[src/hdl/swhs_pkg.sv]
`timescale 1ns / 1ps
`default_nettype none

package swhs_pkg;

	// Frame geometry
	localparam int FRAME_BITS = 40;
	localparam int BITS_W     = 6;
	localparam int QDEPTH     = 2;
	localparam int QPTR_W     = 1;

	// Configuration port geometry
	localparam int CFG_IDX_W  = 3;
	localparam int CFG_DATA_W = 16;

	// Register indexes
	localparam logic [CFG_IDX_W-1:0] REG_START_LOW  = 3'd0;
	localparam logic [CFG_IDX_W-1:0] REG_START_HIGH = 3'd1;
	localparam logic [CFG_IDX_W-1:0] REG_ONE_THRESH = 3'd2;
	localparam logic [CFG_IDX_W-1:0] REG_TIMEOUT    = 3'd3;
	localparam logic [CFG_IDX_W-1:0] REG_MAX_TRANS  = 3'd4;

	// Register reset values
	localparam logic [15:0] RST_START_LOW  = 16'd18000;
	localparam logic [7:0]  RST_START_HIGH = 8'd40;
	localparam logic [7:0]  RST_ONE_THRESH = 8'd16;
	localparam logic [7:0]  RST_TIMEOUT    = 8'd255;
	localparam logic [6:0]  RST_MAX_TRANS  = 7'd85;

	// Status codes
	localparam logic [1:0] ST_GOOD     = 2'd0;
	localparam logic [1:0] ST_SHORT    = 2'd1;
	localparam logic [1:0] ST_CHECKSUM = 2'd2;

	typedef enum logic [1:0] {
		PH_IDLE    = 2'd0,
		PH_LOW     = 2'd1,
		PH_HIGH    = 2'd2,
		PH_CAPTURE = 2'd3
	} phase_t;

	typedef struct packed {
		logic [15:0] start_low_ticks;
		logic [7:0]  start_high_ticks;
		logic [7:0]  one_threshold;
		logic [7:0]  timeout_ticks;
		logic [6:0]  max_transitions;
	} cfg_t;

	// One classified transaction handed from front to back
	typedef struct packed {
		logic                  drive_enable;
		logic                  drive_level;
		logic                  done;
		logic                  frame_full;
		logic [FRAME_BITS-1:0] frame;
	} rec_t;

	// Queue write side
	typedef struct packed {
		logic push;
		rec_t rec;
	} qwr_t;

endpackage

`default_nettype wire

[src/hdl/swhs_if.sv]
`timescale 1ns / 1ps
`default_nettype none

interface swhs_in_if;
	logic valid;
	logic ready;
	logic func;
	logic line_level;

	modport source (output valid, output func, output line_level, input ready);
	modport sink   (input valid, input func, input line_level, output ready);
endinterface

interface swhs_out_if;
	logic               valid;
	logic               ready;
	logic               drive_enable;
	logic               drive_level;
	logic               done_res;
	logic [1:0]         status;
	logic [15:0]        humidity_tenths;
	logic signed [15:0] temperature_tenths;

	modport source (output valid, output drive_enable, output drive_level, output done_res,
		output status, output humidity_tenths, output temperature_tenths, input ready);
	modport sink   (input valid, input drive_enable, input drive_level, input done_res,
		input status, input humidity_tenths, input temperature_tenths, output ready);
endinterface

`default_nettype wire

[src/hdl/swhs_front.sv]
`timescale 1ns / 1ps
`default_nettype none

module swhs_front (
	input  wire logic          clk,
	input  wire logic          arst_n,
	input  wire swhs_pkg::cfg_t cfg,
	input  wire logic          q_full,
	output swhs_pkg::qwr_t     q_wr,
	swhs_in_if.sink            in_ch
);
	import swhs_pkg::*;

	phase_t                phase_q, phase_d;
	logic [15:0]           timer_q, timer_d, timer_inc;
	logic [7:0]            run_q, run_d, run_inc;
	logic                  prev_q, prev_d;
	logic [6:0]            ti_q, ti_d, ti_inc;
	logic [BITS_W-1:0]     bits_q, bits_d;
	logic [FRAME_BITS-1:0] frame_q, frame_d;
	logic                  fin;
	logic                  take;
	logic                  accept;

	assign in_ch.ready = ~q_full;
	assign accept      = in_ch.valid & ~q_full;

	assign timer_inc = timer_q + 16'd1;
	assign run_inc   = run_q + 8'd1;
	assign ti_inc    = ti_q + 7'd1;
	assign take      = (ti_q > 7'd3) && !ti_q[0] && (bits_q < BITS_W'(FRAME_BITS));

	// Next state of the sequencer and capture datapath
	always_comb begin
		phase_d = phase_q;
		timer_d = timer_q;
		run_d   = run_q;
		prev_d  = prev_q;
		ti_d    = ti_q;
		bits_d  = bits_q;
		frame_d = frame_q;
		fin     = 1'b0;
		if (!in_ch.func) begin
			phase_d = PH_LOW;
			timer_d = '0;
		end else begin
			unique case (phase_q)
				PH_IDLE: begin
				end
				PH_LOW: begin
					if (timer_inc >= cfg.start_low_ticks || timer_inc == 16'd0) begin
						phase_d = PH_HIGH;
						timer_d = '0;
					end else begin
						timer_d = timer_inc;
					end
				end
				PH_HIGH: begin
					if (timer_inc >= {8'd0, cfg.start_high_ticks}) begin
						phase_d = PH_CAPTURE;
						timer_d = '0;
						run_d   = '0;
						prev_d  = 1'b1;
						ti_d    = '0;
						bits_d  = '0;
						frame_d = '0;
					end else begin
						timer_d = timer_inc;
					end
				end
				PH_CAPTURE: begin
					if (in_ch.line_level == prev_q) begin
						run_d = run_inc;
						if (run_inc >= cfg.timeout_ticks) fin = 1'b1;
					end else begin
						// judge the closing high run
						if (take) begin
							frame_d = {frame_q[FRAME_BITS-2:0], (run_q > cfg.one_threshold)};
							bits_d  = bits_q + BITS_W'(1);
						end
						prev_d = in_ch.line_level;
						ti_d   = ti_inc;
						if (ti_inc >= cfg.max_transitions || ti_inc == 7'd0) begin
							fin = 1'b1;
						end else begin
							run_d = 8'd1;
							if (8'd1 >= cfg.timeout_ticks) fin = 1'b1;
						end
					end
					if (fin) phase_d = PH_IDLE;
				end
				default: begin
				end
			endcase
		end
	end

	// Classify the transaction for the back end
	always_comb begin
		q_wr.push             = accept;
		q_wr.rec.drive_enable = !in_ch.func || phase_q == PH_LOW || phase_q == PH_HIGH;
		q_wr.rec.drive_level  = in_ch.func && phase_q == PH_HIGH;
		q_wr.rec.done         = fin;
		q_wr.rec.frame_full   = (bits_d == BITS_W'(FRAME_BITS));
		q_wr.rec.frame        = frame_d;
	end

	// Advance state on each accepted transaction
	always_ff @(posedge clk or negedge arst_n) begin
		if (!arst_n) begin
			phase_q <= PH_IDLE;
			timer_q <= '0;
			run_q   <= '0;
			prev_q  <= 1'b1;
			ti_q    <= '0;
			bits_q  <= '0;
			frame_q <= '0;
		end else if (accept) begin
			phase_q <= phase_d;
			timer_q <= timer_d;
			run_q   <= run_d;
			prev_q  <= prev_d;
			ti_q    <= ti_d;
			bits_q  <= bits_d;
			frame_q <= frame_d;
		end
	end

endmodule

`default_nettype wire

[src/hdl/swhs_fifo.sv]
`timescale 1ns / 1ps
`default_nettype none

module swhs_fifo (
	input  wire logic          clk,
	input  wire logic          arst_n,
	input  wire swhs_pkg::qwr_t q_wr,
	input  wire logic          pop,
	output logic               full,
	output logic               empty,
	output swhs_pkg::rec_t     rd_rec
);
	import swhs_pkg::*;

	rec_t              mem_q [QDEPTH];
	logic [QPTR_W-1:0] wr_ptr_q;
	logic [QPTR_W-1:0] rd_ptr_q;
	logic [QPTR_W:0]   count_q;

	assign full   = (count_q == (QPTR_W+1)'(QDEPTH));
	assign empty  = (count_q == '0);
	assign rd_rec = mem_q[rd_ptr_q];

	// Store entries
	always_ff @(posedge clk) begin
		if (q_wr.push) mem_q[wr_ptr_q] <= q_wr.rec;
	end

	// Move pointers and fill count
	always_ff @(posedge clk or negedge arst_n) begin
		if (!arst_n) begin
			wr_ptr_q <= '0;
			rd_ptr_q <= '0;
			count_q  <= '0;
		end else begin
			if (q_wr.push) wr_ptr_q <= wr_ptr_q + QPTR_W'(1);
			if (pop)       rd_ptr_q <= rd_ptr_q + QPTR_W'(1);
			unique case ({q_wr.push, pop})
				2'b10:   count_q <= count_q + (QPTR_W+1)'(1);
				2'b01:   count_q <= count_q - (QPTR_W+1)'(1);
				default: count_q <= count_q;
			endcase
		end
	end

endmodule

`default_nettype wire

[src/hdl/swhs_back.sv]
`timescale 1ns / 1ps
`default_nettype none

module swhs_back (
	input  wire logic          clk,
	input  wire logic          arst_n,
	input  wire swhs_pkg::rec_t rd_rec,
	input  wire logic          empty,
	output logic               pop,
	swhs_out_if.source         out_ch
);
	import swhs_pkg::*;

	logic [7:0]         b0, b1, b2, b3, b4, sum;
	logic [14:0]        mag;
	logic [1:0]         status_d;
	logic [15:0]        hum_d;
	logic [15:0]        temp_d;
	logic               valid_q;
	logic               de_q, dl_q, done_q;
	logic [1:0]         status_q;
	logic [15:0]        hum_q;
	logic signed [15:0] temp_q;

	assign b0  = rd_rec.frame[39:32];
	assign b1  = rd_rec.frame[31:24];
	assign b2  = rd_rec.frame[23:16];
	assign b3  = rd_rec.frame[15:8];
	assign b4  = rd_rec.frame[7:0];
	assign sum = b0 + b1 + b2 + b3;
	assign mag = {b2[6:0], b3};

	// Check the frame and decode readings
	always_comb begin
		status_d = ST_GOOD;
		hum_d    = '0;
		temp_d   = '0;
		if (rd_rec.done) begin
			priority if (!rd_rec.frame_full) begin
				status_d = ST_SHORT;
			end else if (sum != b4) begin
				status_d = ST_CHECKSUM;
			end else begin
				hum_d  = {b0, b1};
				temp_d = b2[7] ? (16'd0 - {1'b0, mag}) : {1'b0, mag};
			end
		end
	end

	assign pop = !empty && (!valid_q || out_ch.ready);

	// Hold the result until taken
	always_ff @(posedge clk or negedge arst_n) begin
		if (!arst_n) begin
			valid_q <= 1'b0;
		end else if (!valid_q || out_ch.ready) begin
			valid_q <= !empty;
		end
	end

	always_ff @(posedge clk) begin
		if (pop) begin
			de_q     <= rd_rec.drive_enable;
			dl_q     <= rd_rec.drive_level;
			done_q   <= rd_rec.done;
			status_q <= status_d;
			hum_q    <= hum_d;
			temp_q   <= signed'(temp_d);
		end
	end

	assign out_ch.valid              = valid_q;
	assign out_ch.drive_enable       = de_q;
	assign out_ch.drive_level        = dl_q;
	assign out_ch.done_res           = done_q;
	assign out_ch.status             = status_q;
	assign out_ch.humidity_tenths    = hum_q;
	assign out_ch.temperature_tenths = temp_q;

endmodule

`default_nettype wire

[src/hdl/single_wire_humidity_sensor_reader.sv]
// A transaction is written into the queue at the edge that accepts it; the back end pops it from there
// and registers its result in the output registers, where it stays until taken.
// Throughput: one transaction per cycle while the queue is not full (in_ch.ready is low when it is full);
// a two-entry queue decouples front and back.
// Reset (arst_n low, asynchronous): sequencer idle, queue empty, no result valid,
// configuration registers at their documented defaults.
`timescale 1ns / 1ps
`default_nettype none

module single_wire_humidity_sensor_reader (
	input  wire logic                          clk,
	input  wire logic                          arst_n,
	input  wire logic                          cfg_we,
	input  wire logic [swhs_pkg::CFG_IDX_W-1:0]  cfg_index,
	input  wire logic [swhs_pkg::CFG_DATA_W-1:0] cfg_wdata,
	swhs_in_if.sink                            in_ch,
	swhs_out_if.source                         out_ch
);
	import swhs_pkg::*;

	cfg_t cfg_q;
	qwr_t q_wr;
	rec_t rd_rec;
	logic q_full;
	logic q_empty;
	logic q_pop;

	// Write configuration registers
	always_ff @(posedge clk or negedge arst_n) begin
		if (!arst_n) begin
			cfg_q.start_low_ticks  <= RST_START_LOW;
			cfg_q.start_high_ticks <= RST_START_HIGH;
			cfg_q.one_threshold    <= RST_ONE_THRESH;
			cfg_q.timeout_ticks    <= RST_TIMEOUT;
			cfg_q.max_transitions  <= RST_MAX_TRANS;
		end else if (cfg_we) begin
			unique case (cfg_index)
				REG_START_LOW:  cfg_q.start_low_ticks  <= cfg_wdata;
				REG_START_HIGH: cfg_q.start_high_ticks <= cfg_wdata[7:0];
				REG_ONE_THRESH: cfg_q.one_threshold    <= cfg_wdata[7:0];
				REG_TIMEOUT:    cfg_q.timeout_ticks    <= cfg_wdata[7:0];
				REG_MAX_TRANS:  cfg_q.max_transitions  <= cfg_wdata[6:0];
				default: begin
				end
			endcase
		end
	end

	swhs_front u_front (
		.clk    (clk),
		.arst_n (arst_n),
		.cfg    (cfg_q),
		.q_full (q_full),
		.q_wr   (q_wr),
		.in_ch  (in_ch)
	);

	swhs_fifo u_fifo (
		.clk    (clk),
		.arst_n (arst_n),
		.q_wr   (q_wr),
		.pop    (q_pop),
		.full   (q_full),
		.empty  (q_empty),
		.rd_rec (rd_rec)
	);

	swhs_back u_back (
		.clk    (clk),
		.arst_n (arst_n),
		.rd_rec (rd_rec),
		.empty  (q_empty),
		.pop    (q_pop),
		.out_ch (out_ch)
	);

endmodule

`default_nettype wire

[src/flat_wrapper.sv]
// flat-port wrapper written by rule: the top's interface ports become plain ports
module single_wire_humidity_sensor_reader_flat import swhs_pkg::*;
  (clk, arst_n, cfg_we, cfg_index, cfg_wdata, in_ch_valid, in_ch_func, in_ch_line_level, in_ch_ready, out_ch_valid, out_ch_drive_enable, out_ch_drive_level, out_ch_done_res, out_ch_status, out_ch_humidity_tenths, out_ch_temperature_tenths, out_ch_ready);
  swhs_in_if in_ch_i ();
  swhs_out_if out_ch_i ();
  input  wire logic clk;
  input  wire logic arst_n;
  input  wire logic cfg_we;
  input  wire logic [swhs_pkg::CFG_IDX_W-1:0] cfg_index;
  input  wire logic [swhs_pkg::CFG_DATA_W-1:0] cfg_wdata;
  input wire logic [$bits(in_ch_i.valid)-1:0] in_ch_valid;
  input wire logic [$bits(in_ch_i.func)-1:0] in_ch_func;
  input wire logic [$bits(in_ch_i.line_level)-1:0] in_ch_line_level;
  output wire logic [$bits(in_ch_i.ready)-1:0] in_ch_ready;
  output wire logic [$bits(out_ch_i.valid)-1:0] out_ch_valid;
  output wire logic [$bits(out_ch_i.drive_enable)-1:0] out_ch_drive_enable;
  output wire logic [$bits(out_ch_i.drive_level)-1:0] out_ch_drive_level;
  output wire logic [$bits(out_ch_i.done_res)-1:0] out_ch_done_res;
  output wire logic [$bits(out_ch_i.status)-1:0] out_ch_status;
  output wire logic [$bits(out_ch_i.humidity_tenths)-1:0] out_ch_humidity_tenths;
  output wire logic [$bits(out_ch_i.temperature_tenths)-1:0] out_ch_temperature_tenths;
  input wire logic [$bits(out_ch_i.ready)-1:0] out_ch_ready;
  assign in_ch_i.valid = in_ch_valid;
  assign in_ch_i.func = in_ch_func;
  assign in_ch_i.line_level = in_ch_line_level;
  assign in_ch_ready = in_ch_i.ready;
  assign out_ch_valid = out_ch_i.valid;
  assign out_ch_drive_enable = out_ch_i.drive_enable;
  assign out_ch_drive_level = out_ch_i.drive_level;
  assign out_ch_done_res = out_ch_i.done_res;
  assign out_ch_status = out_ch_i.status;
  assign out_ch_humidity_tenths = out_ch_i.humidity_tenths;
  assign out_ch_temperature_tenths = out_ch_i.temperature_tenths;
  assign out_ch_i.ready = out_ch_ready;
  single_wire_humidity_sensor_reader u_core (.clk(clk), .arst_n(arst_n), .cfg_we(cfg_we), .cfg_index(cfg_index), .cfg_wdata(cfg_wdata), .in_ch(in_ch_i), .out_ch(out_ch_i));
endmodule
[config.mk]
export PLATFORM = sky130hd
export DESIGN_NAME = single_wire_humidity_sensor_reader_flat
export DESIGN_NICKNAME = d
export VERILOG_FILES = /design/src/hdl/swhs_pkg.sv /design/src/hdl/swhs_if.sv /design/src/hdl/swhs_front.sv /design/src/hdl/swhs_fifo.sv /design/src/hdl/swhs_back.sv /design/src/hdl/single_wire_humidity_sensor_reader.sv /design/src/flat_wrapper.sv
export SDC_FILE = /design/constraint.sdc
export NUM_CORES = 1
export LEC_CHECK = 0
export BUFFER_PORTS_ARGS = -buffer_cell sky130_fd_sc_hd__buf_4
export CORE_ASPECT_RATIO = 1.4
export CORE_MARGIN = 8
export CORE_UTILIZATION = 30
export CTS_CLUSTER_DIAMETER = 200
export DETAILED_ROUTE_END_ITERATION = 6
export PLACE_DENSITY = 0.53
export RECOVER_POWER = 50
export SKIP_LAST_GASP = 1
export SLEW_MARGIN = 40
export SYNTH_ARGS = -nofsm -noshare
export SYNTH_HDL_FRONTEND = slang
export SYNTH_HIERARCHICAL = 1
export SYNTH_SLANG_ARGS = --single-unit
[constraint.sdc]
create_clock -name clk -period 8.2 [get_ports clk]
set_input_delay 1.23 -clock clk [delete_from_list [all_inputs] [get_ports clk]]
set_output_delay 1.23 -clock clk [all_outputs]
set_load 0.03 [all_outputs]
# Word level (Yosys, flattened, before mapping)
# Memory sizes are Yosys's and may differ from the RTL's.
# Cells that the tools add are included.
[totals]
register_bits = 169
ramBits = 88
in_bits = 26
output_inout_bits = 39
word_cells = 145
memories = 1
[op_classes]
n_addsub = 12
n_lt_le_gt_ge = 8
eq_ne = 21
muxes = 43
bitwise_logic = 5
n_reduce_logical = 31
[mem_list]
columns = ["name", "words", "width", "read_ports", "rd_clocked_by_memory_dff", "wr", "line", "text"]
rows = [
  ["u_core.u_fifo.mem_q", 2, 44, 1, 0, 1, "swhs_fifo.sv:15", "rec_t mem_q [QDEPTH];"],
]
[ops]
columns = ["cell", "n"]
rows = [
  ["2-to-1 mux 40 bit", 4],
  ["case mux 40 bit (2 select lines)", 1],
  ["2-to-1 mux 16 bit", 3],
  ["case mux 16 bit (2 select lines)", 1],
  ["adder 8 bit", 3],
  ["2-to-1 mux 6 bit", 4],
  ["2-to-1 mux 8 bit", 3],
  ["adder 16 x 1 -> 16 bit (second input constant)", 1],
  ["greater-or-equal comparator 16 bit", 1],
  ["greater-or-equal comparator 16 x 8 -> 1 bit", 1],
  ["zero test 16 bit", 1],
  ["case mux 8 bit (2 select lines)", 1],
  ["subtractor 1 x 15 -> 16 bit (first input constant)", 1],
  ["2-to-1 mux 15 bit", 1],
  ["AND reduction 5 bit", 3],
  ["2-to-1 mux 7 bit", 2],
  ["case mux 7 bit (2 select lines)", 1],
  ["AND reduction 2 bit", 7],
  ["2-to-1 mux 1 bit", 13],
  ["inequality test 3 bit (second input constant)", 4],
  ["case mux 6 bit (2 select lines)", 1],
  ["2-to-1 mux 2 bit", 5],
  ["adder 8 x 1 -> 8 bit (second input constant)", 1],
  ["equality test 2 bit (second input constant)", 4],
  ["other kinds (35)", 53],
]

# Longest topological paths before layout
[depth]
ltp_word = 10
mapped_depth = 15
mapped_depth_nobuf = 14

# Hierarchy
# The synthesis kept the hierarchy.
[by_module_without_submodules]
columns = ["module", "instances", "cells_each", "area_per_inst_um2", "seq_area_each_um2"]
rows = [
  ["swhs_front", 1, 592, 5626.6, 2003.2],
  ["swhs_fifo", 1, 153, 3559.7, 2742.6],
  ["swhs_back", 1, 220, 2502.4, 1136.1],
  ["single_wire_humidity_sensor_reader", 1, 103, 1819.2, 1201.2],
]

# Worst setup path before layout
# No wires, ideal clock.
[synth_path]
path_kind = "reg2reg"
start = "reg u_core.u_fifo.rd_ptr_q"
end = "reg u_core.u_back.hum_q[10], in the netlist u_core/u_back/out_ch.humidity_tenths[10] (data pin)"
setup_ps = 271
arrival_time_ps = 3835
t_required_ps = 7929
slack_ps = 4094
path_stages_with_launch = 16
synth_period_minus_slack_ps = 4106
path_cell_list = "dfrtp_1 -> buf_6 -> buf_12 -> mux2_4 -> fa_1 -> inv_1 -> fa_1 -> inv_1 -> ha_1 -> fa_1 -> a21o_1 -> a21oi_1 -> o21ai_0 -> xnor2_1 -> buf_6 -> nor4_1"
[synth_lines]
columns = ["element", "line", "text"]
rows = [
  ["start, declared", "swhs_fifo.sv:17", "logic [QPTR_W-1:0] rd_ptr_q;"],
  ["start signal, assigned", "swhs_fifo.sv:37", "if (pop) rd_ptr_q <= rd_ptr_q + QPTR_W'(1);"],
  ["end signal, assigned", "swhs_back.sv:67", "hum_q <= hum_d;"],
  ["end, declared", "swhs_back.sv:22", "logic [15:0] hum_q;"],
]

==> run metrics <==
initial core utilization=0.302; final clock skew=between 0.015 and 0.02 ns; Syn Nets=approximately 1.2k; fin util=0.341; Logic pwr share=0.508; critical path class=reg -> reg; clk slew on worst S/H paths=0.06 ns; WP data arrival=between 5 and 6 ns; # Max-Cap Violations=3; vias after detailed routing=8405; Post-synth ARST share=0.514; Die Ht=~270 um; std cell rows=92; commonest non-fill, non-tap cell in the layout=edfxtp_1; First DRT Iteration DRCs=350; maximum number of pins on one net before global-route repair=69; Leakage=0.00636 uW; Yosys Warn Count=6; synth unique cells=70; first-pass GRT wire length=roughly 47000 um; area share of the largest cell type after synthesis=0.278; Reg2Reg Setup Slack=2.54 ns; post-route ant nets=0; final setup vio count=0; Mapped Area=13500 um2; TritonCTS clock tree=built; fmax=177 MHz; vias per inst=4.91; EDFF count, synth=125; vias in the first global route=8648; Pint=3640 uW; Data required, critical path=around 8.5 ns; Flop pwr share=0.289; top post-synthesis cells by area=edfxtp_1 (28%), dfrtp_1 (21%), a22o_1 (5.6%), ha_1 (5.6%), mux2_2 (4.7%); top_reg_cell synth=edfxtp_1; CTS root buf=clkbuf_16; share of cells above drive strength 1=0.192; Final Hold Viols=0; HP Class=reg -> reg; htree depth=1; failing checks=max-capacitance violations, max-slew violations; WL/cell=16.4 um; drt pass-1 iters=5; clk sinks=257; fin cells=approximately 1.7k; average cell area after synthesis=about 13 um2; antenna violations before repair=0; status=complete, but fails checks; core area=44800 um2; Worst Reg-to-Reg Cells=10; Final Critical Period=roughly 5.7 ns; Switching Fraction=0.430; Worst-Skew Late Latency=about 0.54 ns; gr usage total=0.107; WL final=28100 um; clock buffer count from CTS=28; pwr/cell area=417 nW/um2; Post-DP HPWL=between 20000 and 25000 um; Layout fillers=4389; multi-input logic area=5780 um2; area grow syn2layout=13.2%; Worst Tran Pin Value=3.54 ns; fin crit share=0.691; largest area contributor in the netlist=edfxtp_1; post-synthesis sequential area ratio=0.524; worst reg2reg path endpoint=u_core/u_back/out_ch.status[1]$_SDFFCE_PN0P_; detailed-route DRC error count=0; register area=7080 um2; worst hold path depth=1; CP endpoint kind=flip-flop; diode count=0; Startpoint Class=flip-flop; postcts setup bufs=0; # hold bufs at CTS=0; die width=roughly 200 um; most frequent cells in the layout=edfxtp_1 (125), dfrtp_1 (111), a22o_1 (87); hold_sp=u_core/u_fifo/count_q[1]$_DFFE_PN0P_; Peak supply drop=0.769 mV; Final Power=approximately 6400 uW; post-synthesis cell count=about 1.1k; Hold EP=u_core/u_fifo/count_q[1]$_DFFE_PN0P_; Die ar.=52200 um2; Synth Register Bits=257; post-CTS sizing=0; Placer Congestion=0.812; Setup TNS Final=0 ns; placed insts=1660; FF-to-FF Start=u_core/u_fifo/rd_ptr_q$_DFFE_PN0P_; Max transition margin=-1.36; Final nets=about 1.2k; critical-path maximum fanout=33; Clock Power Share=0.203; Final Max Slew Viols=151; # IOs=65; NetSw=2740 uW; PortBufs=64; Max Buffers Root-to-Sink=3; RSZ-0062 raised after global routing=no; total grt overflow=0
-- critical path, stage by stage, from the launching register on --
cell and delay (ns):
dfrtp_1 1.28, buf_4 0.53, mux2_4 0.38, fa_1 0.57
fa_1 0.47, fa_1 0.47, xnor2_1 0.21, xnor2_1 0.09
nor4_1 0.35, nand3_2 0.53, o31a_1 0.47
-- layout make-up --
class / instances / share of cell area
clock buffers: 37 / 0.0501
clock inverters: 15 / 0.0123
inverters: 79 / 0.0194
multi-input cells: 681 / 0.378
flip-flops and latches: 257 / 0.463
well taps: 564 / 0.0462
repair buffers: 80 / 0.0309
-- worst max-delay path by stage --
stage / end / slack (ns) / from
2_1_floorplan: u_core/u_back/out_ch.humidity_tenths[10]$_SDFFCE_PP0P_ / 4.09 / u_core/u_fifo/rd_ptr_q$_DFFE_PN0P_
3_3_place_gp: u_core/u_back/out_ch.status[1]$_SDFFCE_PN0P_ / 2.70 / u_core/u_fifo/rd_ptr_q$_DFFE_PN0P_
6_report: u_core/u_back/out_ch.status[1]$_SDFFCE_PN0P_ / 2.54 / u_core/u_fifo/rd_ptr_q$_DFFE_PN0P_
3_5_place_dp: u_core/u_back/out_ch.humidity_tenths[9]$_SDFFCE_PP0P_ / 2.97 / u_core/u_fifo/rd_ptr_q$_DFFE_PN0P_
4_1_cts: u_core/u_back/out_ch.humidity_tenths[9]$_SDFFCE_PP0P_ / 2.94 / u_core/u_fifo/rd_ptr_q$_DFFE_PN0P_
5_1_grt: u_core/u_back/out_ch.temperature_tenths[4]$_SDFFCE_PP0P_ / 2.11 / u_core/u_fifo/rd_ptr_q$_DFFE_PN0P_
-- power by group through the flow --
stage	Combinational, uW	Sequential [uW]	Clock, uW
detailed placement	3310	1870	0
CTS	3320	1840	1340
global placement	3260	1860	0
floorplan	2740	1930	0
finish	3240	1840	1290
global route	3560	1880	1390
-- synthesized netlist by cell type (4+ instances only) --
library cell,n
dfrtp_1,111
a21oi_1,20
inv_1,79
o31ai_1,5
a22o_1,87
mux2_4,39
buf_6,11
nor4_1,41
buf_4,7
buf_2,9
xnor2_1,38
dfstp_2,21
fa_1,14
and3_1,7
nor2b_1,9
nand4_1,15
a21boi_0,5
nand2_1,70
mux2i_1,5
clkbuf_1,20
nor2_1,28
o21ai_0,18
buf_12,4
a41oi_1,4
mux2_2,56
xor2_1,24
o21a_1,6
edfxtp_1,125
nand2b_1,17
a21o_1,15
nand3_1,24
ha_1,60
nor3_1,12
-- kinds of logic after synthesis --
group	synth area share
adder cells (fa/ha/maj)	0.0763
AO/OA/AOI/OAI	0.114
AND/OR/NAND/NOR	0.0999
buffers and inverters	0.0498
flip-flops	0.524
XOR/XNOR	0.0414
multiplexers	0.0937
-- per-layer routing --
| layer | routed length [um] | GRT usage | up-vias |
|---|---|---|---|
| met1 | 12300 | 0.128 | 4127 |
| met3 | 1090 | 0.0192 | 51 |
| li1 | - | - | 4081 |
| met5 | 0 | 0 | - |
| met2 | 14100 | 0.192 | 146 |
| met4 | 650 | 0.0306 | 0 |
-- registers in the layout (all words and copies together), names as in the netlist, 7 cells and up --
register	flops
u_core/u_front/frame_q	40
u_core/u_front/timer_q	16
u_core/u_back/out_ch.humidity_tenths	16
u_core/u_front/run_q	8
u_core/u_back/out_ch.temperature_tenths	16
u_core/cfg_q	47
u_core/u_fifo/mem_q	88
u_core/u_front/ti_q	7
-- stage by stage --
stage               area (um2)  setup slack [ns]  hold WS (ns)
floorplan                13500              4.09         0.456
global placement         14500              2.70         0.479
detailed placement       14500              2.97         0.474
CTS                      15400              2.94         0.485
global route             15300              2.11         0.495
finish                   15300              2.54         0.482
Note: power is estimated with default switching activity, not from simulation.
